==> src/hdl/bip_pkg.sv <==
`timescale 1ns / 1ps
`default_nettype none
// ----------------------------------------------------------------------------
// bip_pkg
// Shared types and constants of the bitmap ID pool: request and response
// payloads, command and status codes, bitmap geometry, control bundles.
// ----------------------------------------------------------------------------
package bip_pkg;

    // Bitmap geometry
    localparam int POOL_CAPACITY = 1024;
    localparam int MAP_WORDS     = (POOL_CAPACITY + 7) / 8;
    localparam int ADDR_W        = (MAP_WORDS > 1) ? $clog2(MAP_WORDS) : 1;
    localparam int OFF_W         = ADDR_W + 3;
    localparam int CNT_W         = ($clog2(POOL_CAPACITY + 1) > 11) ?
                                   $clog2(POOL_CAPACITY + 1) : 11;

    localparam logic [ADDR_W-1:0] LAST_WORD = ADDR_W'(MAP_WORDS - 1);
    localparam logic [7:0]        WORD_FULL = 8'hFF;

    // Command codes
    localparam logic [1:0] CMD_ALLOC = 2'd0;
    localparam logic [1:0] CMD_FREE  = 2'd1;
    localparam logic [1:0] CMD_CHECK = 2'd2;

    // Status codes
    localparam logic [1:0] ST_OK    = 2'd0;
    localparam logic [1:0] ST_FULL  = 2'd1;
    localparam logic [1:0] ST_RANGE = 2'd2;

    // Configuration register indexes
    localparam logic CFG_BASE_ID  = 1'b0;
    localparam logic CFG_ID_COUNT = 1'b1;

    typedef struct packed {
        logic [1:0]  cmd;
        logic [31:0] target_id;
    } req_t;

    typedef struct packed {
        logic [31:0] result_id;
        logic        is_used;
        logic [1:0]  status;
    } rsp_t;

    // Controller to datapath
    typedef struct packed {
        logic load;
        logic rd_scan;
        logic rd_lookup;
        logic fin_alloc;
        logic fin_access;
    } ctl_cmd_t;

    // Datapath to controller
    typedef struct packed {
        logic rvalid;
        logic word_open;
        logic at_last;
    } dp_stat_t;

endpackage
`default_nettype wire

==> src/hdl/bip_ctrl.sv <==
`timescale 1ns / 1ps
`default_nettype none
// ----------------------------------------------------------------------------
// bip_ctrl
// Sequencer of the ID pool: accepts a request, runs the bitmap scan or the
// single-word lookup, and tells the datapath when to finish.
// ----------------------------------------------------------------------------
module bip_ctrl
    import bip_pkg::*;
(
    input  wire logic       clk,
    input  wire logic       rst_n,
    input  wire logic       start,
    input  wire logic [1:0] cmd,
    input  wire dp_stat_t   stat,
    output ctl_cmd_t        ctl,
    output logic            busy
);

    typedef enum logic [3:0] {
        S_IDLE   = 4'b0001,
        S_SCAN   = 4'b0010,
        S_LOOKUP = 4'b0100,
        S_APPLY  = 4'b1000
    } state_t;

    state_t state_reg;
    state_t state_next;
    logic   scan_done;

    // Scan ends on the first word with a clear bit, or after the last word.
    assign scan_done = stat.rvalid && (stat.word_open || stat.at_last);

    always_comb
    begin
        state_next = state_reg;
        ctl        = '0;
        unique case (state_reg)
            S_IDLE:
            begin
                if (start)
                begin
                    ctl.load   = 1'b1;
                    state_next = (cmd == CMD_ALLOC) ? S_SCAN : S_LOOKUP;
                end
            end
            S_SCAN:
            begin
                if (scan_done)
                begin
                    ctl.fin_alloc = 1'b1;
                    state_next    = S_IDLE;
                end
                else
                begin
                    ctl.rd_scan = 1'b1;
                end
            end
            S_LOOKUP:
            begin
                ctl.rd_lookup = 1'b1;
                state_next    = S_APPLY;
            end
            S_APPLY:
            begin
                ctl.fin_access = 1'b1;
                state_next     = S_IDLE;
            end
            default:
            begin
                state_next = S_IDLE;
            end
        endcase
    end

    assign busy = (state_reg != S_IDLE);

    always_ff @(posedge clk or negedge rst_n)
    begin
        if (!rst_n)
            state_reg <= S_IDLE;
        else
            state_reg <= state_next;
    end

    a_load_only_idle: assert property (@(posedge clk) disable iff (!rst_n)
        ctl.load |-> !busy)
        else $error("load issued while busy");

    a_apply_after_lookup: assert property (@(posedge clk) disable iff (!rst_n)
        ctl.rd_lookup |=> ctl.fin_access)
        else $error("lookup not followed by apply");

    a_single_finish: assert property (@(posedge clk) disable iff (!rst_n)
        !(ctl.fin_alloc && ctl.fin_access))
        else $error("two finish commands at once");

endmodule
`default_nettype wire

==> src/hdl/bip_datapath.sv <==
`timescale 1ns / 1ps
`default_nettype none
// ----------------------------------------------------------------------------
// bip_datapath
// Bitmap memory with per-word valid bits, scan pointer, offset and range
// logic, first-clear-bit search and the registered response.
// ----------------------------------------------------------------------------
module bip_datapath
    import bip_pkg::*;
(
    input  wire logic        clk,
    input  wire logic        rst_n,
    input  wire ctl_cmd_t    ctl,
    input  wire req_t        request,
    input  wire logic [31:0] base_id,
    input  wire logic [10:0] id_count,
    output dp_stat_t         stat,
    output logic             done,
    output rsp_t             response
);

    logic [7:0]        map_mem [MAP_WORDS];
    logic              word_valid_reg [MAP_WORDS];

    logic [1:0]        cmd_reg;
    logic [31:0]       target_reg;
    logic [31:0]       off_reg;
    logic [CNT_W-1:0]  count_reg;
    logic [ADDR_W-1:0] scan_ptr_reg;
    logic [ADDR_W-1:0] rtag_reg;
    logic [7:0]        mem_q_reg;
    logic              vbit_q_reg;
    logic              rvalid_reg;
    logic              done_reg;
    rsp_t              rsp_reg;
    rsp_t              rsp_next;

    logic [CNT_W-1:0]  live_count;
    logic              rd_en;
    logic [ADDR_W-1:0] rd_addr;
    logic [7:0]        rword;
    logic [2:0]        low_bit;
    logic [OFF_W-1:0]  alloc_off;
    logic              fits;
    logic              in_range;
    logic              acc_ok;
    logic [7:0]        bit_mask;
    logic              wr_en;
    logic [7:0]        wr_data;

    // Clamp the configured count to the pool capacity.
    assign live_count = (CNT_W'(id_count) > CNT_W'(POOL_CAPACITY)) ?
                        CNT_W'(POOL_CAPACITY) : CNT_W'(id_count);

    assign rd_en   = ctl.rd_scan || ctl.rd_lookup;
    assign rd_addr = ctl.rd_scan ? scan_ptr_reg : off_reg[3 +: ADDR_W];

    // Words never written read as all free.
    assign rword = vbit_q_reg ? mem_q_reg : 8'h00;

    always_comb
    begin
        low_bit = 3'd0;
        for (int i = 7; i >= 0; i--)
        begin
            if (!rword[i])
                low_bit = 3'(i);
        end
    end

    assign alloc_off = {rtag_reg, low_bit};
    assign fits      = (rword != WORD_FULL) && (32'(alloc_off) < 32'(count_reg));
    assign in_range  = off_reg < 32'(count_reg);
    assign acc_ok    = in_range && ((cmd_reg == CMD_FREE) || (cmd_reg == CMD_CHECK));
    assign bit_mask  = 8'h01 << off_reg[2:0];

    assign wr_en   = (ctl.fin_alloc && fits) ||
                     (ctl.fin_access && acc_ok && (cmd_reg == CMD_FREE));
    assign wr_data = ctl.fin_alloc ? (rword | (8'h01 << low_bit)) : (rword & ~bit_mask);

    always_comb
    begin
        rsp_next = rsp_reg;
        if (ctl.fin_alloc)
        begin
            rsp_next.is_used   = 1'b0;
            rsp_next.result_id = fits ? (base_id + 32'(alloc_off)) : 32'd0;
            rsp_next.status    = fits ? ST_OK : ST_FULL;
        end
        else if (ctl.fin_access)
        begin
            rsp_next.result_id = target_reg;
            rsp_next.is_used   = acc_ok && (cmd_reg == CMD_CHECK) && |(rword & bit_mask);
            rsp_next.status    = acc_ok ? ST_OK : ST_RANGE;
        end
    end

    assign stat.rvalid    = rvalid_reg;
    assign stat.word_open = (rword != WORD_FULL);
    assign stat.at_last   = (rtag_reg == LAST_WORD);

    // Bitmap memory: one write and one registered read per cycle.
    always_ff @(posedge clk)
    begin
        if (wr_en)
            map_mem[rtag_reg] <= wr_data;
        if (rd_en)
        begin
            mem_q_reg <= map_mem[rd_addr];
            rtag_reg  <= rd_addr;
        end
    end

    always_ff @(posedge clk or negedge rst_n)
    begin
        if (!rst_n)
        begin
            for (int i = 0; i < MAP_WORDS; i++)
                word_valid_reg[i] <= 1'b0;
            vbit_q_reg <= 1'b0;
        end
        else
        begin
            if (wr_en)
                word_valid_reg[rtag_reg] <= 1'b1;
            if (rd_en)
                vbit_q_reg <= word_valid_reg[rd_addr];
        end
    end

    // Request capture and scan pointer.
    always_ff @(posedge clk)
    begin
        if (ctl.load)
        begin
            cmd_reg      <= request.cmd;
            target_reg   <= request.target_id;
            off_reg      <= request.target_id - base_id;
            count_reg    <= live_count;
            scan_ptr_reg <= '0;
        end
        else if (ctl.rd_scan && (scan_ptr_reg != LAST_WORD))
        begin
            scan_ptr_reg <= scan_ptr_reg + 1'b1;
        end
        rsp_reg <= rsp_next;
    end

    always_ff @(posedge clk or negedge rst_n)
    begin
        if (!rst_n)
        begin
            rvalid_reg <= 1'b0;
            done_reg   <= 1'b0;
        end
        else
        begin
            rvalid_reg <= ctl.rd_scan;
            done_reg   <= ctl.fin_alloc || ctl.fin_access;
        end
    end

    assign done     = done_reg;
    assign response = rsp_reg;

    a_no_double_done: assert property (@(posedge clk) disable iff (!rst_n)
        done_reg |=> !done_reg)
        else $error("response strobe on two adjacent cycles");

    a_full_zero_id: assert property (@(posedge clk) disable iff (!rst_n)
        (done_reg && (rsp_reg.status == ST_FULL)) |->
        ((rsp_reg.result_id == 32'd0) && !rsp_reg.is_used))
        else $error("pool full response carries an ID");

    a_used_ok: assert property (@(posedge clk) disable iff (!rst_n)
        (done_reg && rsp_reg.is_used) |-> (rsp_reg.status == ST_OK))
        else $error("is_used set on a failed request");

    a_alloc_on_data: assert property (@(posedge clk) disable iff (!rst_n)
        ctl.fin_alloc |-> rvalid_reg)
        else $error("allocation finished without read data");

endmodule
`default_nettype wire

==> src/hdl/bitmap_id_pool_core.sv <==
`timescale 1ns / 1ps
`default_nettype none
// ----------------------------------------------------------------------------
// bitmap_id_pool_core
// First-fit ID allocator over a bitmap of used IDs in base_id..base_id+n-1.
// ----------------------------------------------------------------------------
// Usage:
//   Request channel: drive request (cmd, target_id) with start high; the
//   request is taken at a clock edge where start is high and busy is low.
//   Busy stays high until the response has been produced.
//   Response channel: done pulses for one cycle with response (result_id,
//   is_used, status) valid in that cycle. The receiver cannot stall, so it
//   must take the response in that cycle.
//   Sequence: allocate scans the bitmap one 8-bit word per cycle through the
//   single read port of the bitmap memory and stops at the first word with a
//   clear bit or at the last word. Free and check touch one word: a lookup
//   read, then an apply step. A new request may be taken at the edge that
//   ends the done cycle.
//   Configuration: cfg_we writes base_id (index 0) or id_count (index 1)
//   at once; write only while idle. Writes do not touch the bitmap.
//   Reset: every ID is free (per-word valid bits clear), base_id is 0 and
//   id_count is 1024; no clearing pass is needed.
// ----------------------------------------------------------------------------
module bitmap_id_pool_core
    import bip_pkg::*;
(
    input  wire logic        clk,
    input  wire logic        rst_n,
    input  wire logic        start,
    output logic             busy,
    input  wire req_t        request,
    output logic             done,
    output rsp_t             response,
    input  wire logic        cfg_we,
    input  wire logic        cfg_index,
    input  wire logic [31:0] cfg_wdata
);

    logic [31:0] base_id_reg;
    logic [10:0] id_count_reg;
    ctl_cmd_t    ctl;
    dp_stat_t    stat;

    // Hold configuration; registers apply from the next request on.
    always_ff @(posedge clk or negedge rst_n)
    begin
        if (!rst_n)
        begin
            base_id_reg  <= 32'd0;
            id_count_reg <= 11'd1024;
        end
        else if (cfg_we)
        begin
            unique case (cfg_index)
                CFG_BASE_ID:  base_id_reg  <= cfg_wdata;
                CFG_ID_COUNT: id_count_reg <= cfg_wdata[10:0];
                default:      base_id_reg  <= base_id_reg;
            endcase
        end
    end

    // Sequence the request: scan for allocate, lookup and apply otherwise.
    bip_ctrl u_ctrl (
        .clk   (clk),
        .rst_n (rst_n),
        .start (start),
        .cmd   (request.cmd),
        .stat  (stat),
        .ctl   (ctl),
        .busy  (busy)
    );

    // Bitmap storage, search and response registers.
    bip_datapath u_datapath (
        .clk      (clk),
        .rst_n    (rst_n),
        .ctl      (ctl),
        .request  (request),
        .base_id  (base_id_reg),
        .id_count (id_count_reg),
        .stat     (stat),
        .done     (done),
        .response (response)
    );

endmodule
`default_nettype wire

==> config.mk <==
export PLATFORM = sky130hd
export DESIGN_NAME = bitmap_id_pool_core
export DESIGN_NICKNAME = d
export VERILOG_FILES = /design/src/hdl/bip_pkg.sv /design/src/hdl/bip_ctrl.sv /design/src/hdl/bip_datapath.sv /design/src/hdl/bitmap_id_pool_core.sv
export SDC_FILE = /design/constraint.sdc
export NUM_CORES = 2
export LEC_CHECK = 0
export ABC_AREA = 1
export BUFFER_PORTS_ARGS = -buffer_cell sky130_fd_sc_hd__buf_4
export CORE_ASPECT_RATIO = 1.2
export CORE_MARGIN = 10
export CORE_UTILIZATION = 57
export CTS_BUF_LIST = sky130_fd_sc_hd__clkbuf_4
export CTS_CLUSTER_DIAMETER = 150
export DETAILED_ROUTE_END_ITERATION = 10
export PLACE_DENSITY = 0.84
export SETUP_SLACK_MARGIN = 0.2
export SYNTH_ARGS = -nofsm -noshare
export SYNTH_HDL_FRONTEND = slang
export SYNTH_SLANG_ARGS = --single-unit
==> constraint.sdc <==
create_clock -name clk -period 9.74 [get_ports clk]
set_input_delay 1.461 -clock clk [delete_from_list [all_inputs] [get_ports clk]]
set_output_delay 1.461 -clock clk [all_outputs]
set_load 0.03 [all_outputs]
Word-level counts from Yosys, hierarchy flattened
Memories as Yosys holds them, arrays and structs flattened. A register that Yosys moved wholly into a read port is not among the register bits.
Index checks and enable logic that the tools add are counted.
{ "word_totals": {"reg_bits": 304, "out_inout_bits": 37, "n_memories": 1, "mem_bits_ro": 0, "word_cells": 231, "mem_bits_rw": 1024, "in_bits": 71, "latchBits": 0} }
{ "classes": {"n_eq_ne": 12, "order_cmp": 6, "mul": 0, "n_mux": 35, "bitwise": 8, "shift": 2, "reduce_logical": 21, "n_addsub": 3, "div_mod_pow": 0} }
{ "mem_list": {"columns": ["memory", "words", "word_bits", "rd", "rd_clocked_by_memory_dff", "wr", "line", "rtl"], "rows": [
  ["u_datapath.map_mem", 128, 8, 1, 1, 1, "bip_datapath.sv:22", "logic [7:0] map_mem [MAP_WORDS];"]
]} }
{ "ops": {"columns": ["op", "count"], "rows": [
  ["128-bit OR", 1],
  ["35-bit two-way mux", 2],
  ["32-bit by 10-bit adder with 32-bit output", 1],
  ["32-bit by 11-bit less-than comparator with 1-bit output", 1],
  ["32-bit two-way mux", 1],
  ["32-bit subtractor", 1],
  ["3-bit two-way mux", 9],
  ["8-bit bitwise AND", 2],
  ["8-bit greater-or-equal comparator, second input constant", 2],
  ["8-bit two-way mux", 2],
  ["7-bit inverter with 8-bit output", 2],
  ["1-bit by 3-bit << shifter with 8-bit output, first input constant", 2],
  ["1-bit two-way mux", 14],
  ["4-bit case mux with 3 select lines", 1],
  ["11-bit greater-than comparator, second input constant", 1],
  ["10-bit by 11-bit less-than comparator with 1-bit output", 1],
  ["1-bit logical AND", 10],
  ["8-bit by 1-bit less-than comparator with 1-bit output, second input constant", 1],
  ["4-bit two-way mux", 2],
  ["8-bit != test, second input constant", 1],
  ["8-bit inverter", 1],
  ["8-bit OR", 1],
  ["8-bit OR reduction", 1],
  ["7-bit by 1-bit adder with 7-bit output, second input constant", 1],
  ["20 further kinds", 26]
]} }

Logic depth before layout (Yosys ltp)
{ "logic_depth": {"ltp_word": 15, "ltp_mapped": 23, "ltp_nobuf": 22} }

Hierarchy
From an unflattened synthesis, not the netlist that was laid out.
{ "unflattened": {"hier_cells": 5390, "area_unflattened_um2": 58302.2} }
{ "modules_own_cells": {"columns": ["module", "instances", "cells_each", "area_per_inst_um2"], "rows": [
  ["bip_datapath", 1, 5168, 56332.8],
  ["bitmap_id_pool_core", 1, 188, 1715.4],
  ["bip_ctrl", 1, 34, 254.0]
]} }

Worst setup path before layout
OpenSTA, ideal clock, no wires.
{ "synth_path": {"path_kind": "register to register", "startpoint": "register u_ctrl.state_reg[2]", "endpoint": "memory u_datapath.map_mem[0][2] (data pin)", "path_stages_with_launch": 6, "path_buffers": 0, "setup_ps": 1225, "path_slack_ps": 2118, "period_less_slack_ps": 7622, "t_arrival_ps": 6398, "cell_sequence": "dfrtp_1 > inv_1 > nand2_1 > nor3_2 > nand3_1 > o31ai_1"} }
{ "synth_via": {"elab_chain_cells": 3} }
{ "synth_rtl": {"columns": ["item", "line", "rtl"], "rows": [
  ["from (decl)", "bip_ctrl.sv:27", "state_t state_reg;"],
  ["from (signal assigned)", "bip_ctrl.sv:83", "state_reg <= state_next;"],
  ["4-bit by 2-bit == test with 1-bit output", "bip_ctrl.sv:38", "unique case (state_reg)"],
  ["1-bit two-way mux", "bip_ctrl.sv:38", null],
  ["8-bit two-way mux", "bip_datapath.sv:79", "assign wr_data = ctl.fin_alloc ? (rword | (8'h01 << low_bit)) : (rword & ~bit_mask);"],
  ["named net u_datapath.wr_data[2]", "bip_datapath.sv:49", "logic [7:0] wr_data;"],
  ["to (decl)", "bip_datapath.sv:22", null]
]} }
The timed path passes the listed nets, and every way through them passes these cells.

Worst setup path in the final report
{ "layout_path": {"startpoint": "register u_datapath.vbit_q_reg", "endpoint": "memory u_datapath.map_mem[123][2] (enable)"} }
{ "layout_via": {"elab_chain_cells": 15, "elab_cells_between_ends": 20, "classes_between": "order compare (1); eq/ne (1); mux (13); reduce/logical (5)"} }
{ "layout_rtl": {"columns": ["item", "line", "rtl"], "rows": [
  ["from (decl)", "bip_datapath.sv:32", "logic vbit_q_reg;"],
  ["from (signal assigned)", "bip_datapath.sv:127", "vbit_q_reg <= word_valid_reg[rd_addr];"],
  ["8-bit two-way mux (*)", "bip_datapath.sv:59", "assign rword = vbit_q_reg ? mem_q_reg : 8'h00;"],
  ["3-bit two-way mux (8 in a row)", "bip_datapath.sv:66", "if (!rword[i])"],
  ["10-bit by 11-bit less-than comparator with 1-bit output", "bip_datapath.sv:72", "assign fits = (rword != WORD_FULL) && (32'(alloc_off) < 32'(count_reg));"],
  ["1-bit logical AND", "bip_datapath.sv:72", null],
  ["1-bit logical AND (*)", "bip_datapath.sv:77", "assign wr_en = (ctl.fin_alloc && fits) ||"],
  ["1-bit logical OR (*)", "bip_datapath.sv:77", null],
  ["1-bit two-way mux (*)", "bip_datapath.sv:105", "if (wr_en)"],
  ["1-bit two-way mux (implied by the code) (*)", "bip_datapath.sv:106", "map_mem[rtag_reg] <= wr_data;"]
]} }
Mark *: on every way between the ends. The rest lies on a longest branch, timed or not.

==> run_results.csv <==
group,metric,value,unit
critical_path,start_kind,"flip-flop",
synthesis,syn_inst,5214,
critical_path,crit_arrival,5.95,ns
critical_path,critPathBufInv,3,
finish,final_area,0.0629,sq mm
critical_path,timing.critical_path.cells,"nand3_1 > nor2_2 > inv_1 > nor2_1 > ha_1 > o21ai_1 > o21bai_1 > a21boi_1 > nand2_1 > buf_4 > nand2_1 > nand4_1 > buf_4 > nor2_1",
finish,final_common_cell,"edfxtp_1",
cts,cts-resized-gates,0,
global_routing,antenna_found_initial,2,
critical_path,worst_path_max_delay_cell,"dfrtp_1",
floorplanning,dieWidth,310,microns
synthesis,netlist_area,0.0576,sq mm
synthesis,avgSynthCellArea,11.0,sq um
finish,area_growth,9.17,%
cts,clock_latency,1.24,ns
placement,place_area,0.0592,sq mm
sta,rsz0062_at_grt,"false",
cts,cts.clk_slew.worst_paths,0.07,ns
synthesis,syn-num-nets,5348,
critical_path,end_kind,"flip-flop",
floorplanning,dieArea,0.114,sq mm
cts,cts_setup_buffers,0,
synthesis,synth_edf_count,1150,
routing,antenna_left,0,
critical_path,critPathMaxStageDelay,0.65,ns
global_routing,gr-total-overflow,0,
job,cap_viol_max_count,0,
finish,regArea,0.0392,sq mm
cts,numCtsBuffers,320,
routing,remaining_drc_errors,0,
global_routing,grt_pass1_vias,41300,
power_and_ir_drop,vdd_ir_drop_max,0.000226,V
routing,vias_per_cell,6.16,
placement,place.gp.congestion,0.976,
sta,slew_viol_final,0,
sta,finClkSkew,0.102,ns
floorplanning,initial_core_util,0.575,
synthesis,synth-seq-cells,1336,
sta,hold_violations,0,
power_and_ir_drop,p_leak,24.3,nW
sta,period_share,0.526,
floorplanning,die_y,368,microns
cts,clk_path_buf_depth,4,
finish,nets,5531,
floorplanning,io_pins,108,
critical_path,cp_max_fo,27,
synthesis,yosysUniqueCellTypes,53,
sta,finalCriticalPeriod,5.13,ns
finish,multi_input_area,0.0154,sq mm
placement,numPortBuffers,107,
floorplanning,core-area,0.100,sq mm
sta,setup_tns,0,ns
synthesis,synthArstFlopShare,0.133,
critical_path,path_delay_family,"simple AND/OR/NAND/NOR gates",
critical_path,path_class,"reg -> reg",
global_routing,grt_max_degree,221,
finish,fillers,7285,
routing,vias,42400,
cts,cts_sinks,1336,
routing,drtIter0Drc,6429,
finish,final_util,0.628,
sta,max_slew_margin,0.142,
finish,final_cell_mix,"edfxtp_1, nand2_1, nand3_1",
cts,holdBufCountCts,0,
routing,first_pass_iters,10,
power_and_ir_drop,powerDensity,244,mW/mm^2
routing,wl_per_cell,22.6,microns
sta,max_freq,0.195,GHz
global_routing,grtUsageTotal,0.268,
run_status,outcome,"finished clean",
synthesis,synth_ff_type,"edfxtp_1",
global_routing,grt_pass1_wl,236,mm
synthesis,yosys_warnings,0,
sta,setup_viol,0,
finish,drive_gt1_frac,0.118,
floorplanning,rows,127,
cts,root_buffer,"clkbuf_4",
routing,wirelength,155,mm
cts,cts_tree,"yes",
synthesis,seq_area_frac_synth,0.680,
cts,htreeDepth,5,
placement,hpwl,92.5,mm
critical_path,crit_required,10.56,ns
finish,largest_reg_flops,1024,
sta,worst_pin_slew,1.29,ns
min_path,hold_class,"in -> async",
==> worst paths after layout <==
kind | start | endpoint | slack [ns] | cells after the start
worst max-delay path | u_datapath.vbit_q_reg$_DFFE_PN0P_ | u_datapath.map_mem[123][2]$_DFFE_PP_ | 4.61 | 14
worst min-delay path | rst_n | base_id_reg[29]$_DFFE_PN0P_ | 0.16 | 1
worst max register to register | u_datapath.vbit_q_reg$_DFFE_PN0P_ | u_datapath.map_mem[123][2]$_DFFE_PP_ | 4.61 | 14
worst min register to register | u_datapath.word_valid_reg[67]$_DFFE_PN0N_ | u_datapath.word_valid_reg[67]$_DFFE_PN0N_ | 0.46 | 2
max in group asynchronous | rst_n | u_datapath.word_valid_reg[4]$_DFFE_PN0N_ | 7.46 | 3
min in group clk | request[28] | u_datapath.target_reg[28]$_DFFE_PP_ | 0.44 | 1
==> synth_stat cells (3+ instances only) <==
library cell	n	area (sq um)
a21boi_0	4	30.0
a21o_1	12	90.1
a21oi_1	90	450
a31oi_1	8	50.1
a32o_1	6	60.1
buf_1	9	33.8
buf_2	146	731
buf_4	20	150
buf_6	3	33.8
clkbuf_1	120	450
clkinv_1	3	11.3
dfrtp_1	176	4400
dfxtp_1	8	160
edfxtp_1	1150	34500
ha_1	62	776
inv_1	482	1810
inv_2	4	15.0
nand2_1	1035	3880
nand2_2	4	25.0
nand3_1	731	3660
nand4_1	11	68.8
nor2_1	313	1170
nor3_1	23	115
nor4_1	12	75.1
o211ai_1	209	1570
o21ai_0	432	2160
o21ai_1	55	275
o21ai_2	3	26.3
o21bai_1	5	37.5
o31ai_1	4	30.0
or2_2	3	18.8
xnor2_1	13	114
xor2_1	26	228
==> stage by stage <==
stage / power (mW) / hold WS, ns / setup WS [ns] / std cells
2_1_floorplan: 9.69 / 0.427 / 2.12 / 5214
3_3_place_gp: 10.9 / 0.438 / 5.00 / 6365
3_5_place_dp: 11.0 / 0.444 / 4.78 / 6365
4_1_cts: 15.2 / 0.0863 / 4.76 / 6879
5_1_grt: 15.9 / 0.117 / 4.41 / 6884
6_report: 15.3 / 0.159 / 4.61 / 6885
==> layer usage <==
metal / global-route usage / up-vias / wire length (microns) / share of wire
met1: 0.327 / 19900 / 53200 / 0.34
met3: 0.0707 / 654 / 19400 / 0.13
met4: 0.171 / 0 / 10700 / 0.069
met5: 0 / - / 0 / 0
met2: 0.420 / 3155 / 72200 / 0.46
li1: - / 18700 / - / -
==> power breakdown <==
part,internal (mW),switching (mW)
registers,6.70,0.104
clock network,2.10,2.12
logic,1.05,3.24
total,9.85,5.46
==> cell families (layout without fill, tap and decap cells) <==
group,count (synthesis),after routing,share of synthesized area
DFF,1336,1336,0.680
and+or+nand+nor,2142,2142,0.158
adders and majority gates,63,63,0.0138
xor gates and xnor gates,39,39,0.00593
buffers and inverters,787,1162,0.0562
other,0,6,0
AOI/OAI and AO/OA,847,847,0.0860
==> final cells by class <==
cell class,count,area share
clock inverter,67,0.00420
tap,1290,0.0257
inverter,489,0.0292
multi-input combinational,3091,0.244
clock buffer,447,0.0534
timing repair buffer,159,0.0200
sequential,1336,0.623
antenna,6,0.000239
(Power assumes the default switching activity.)
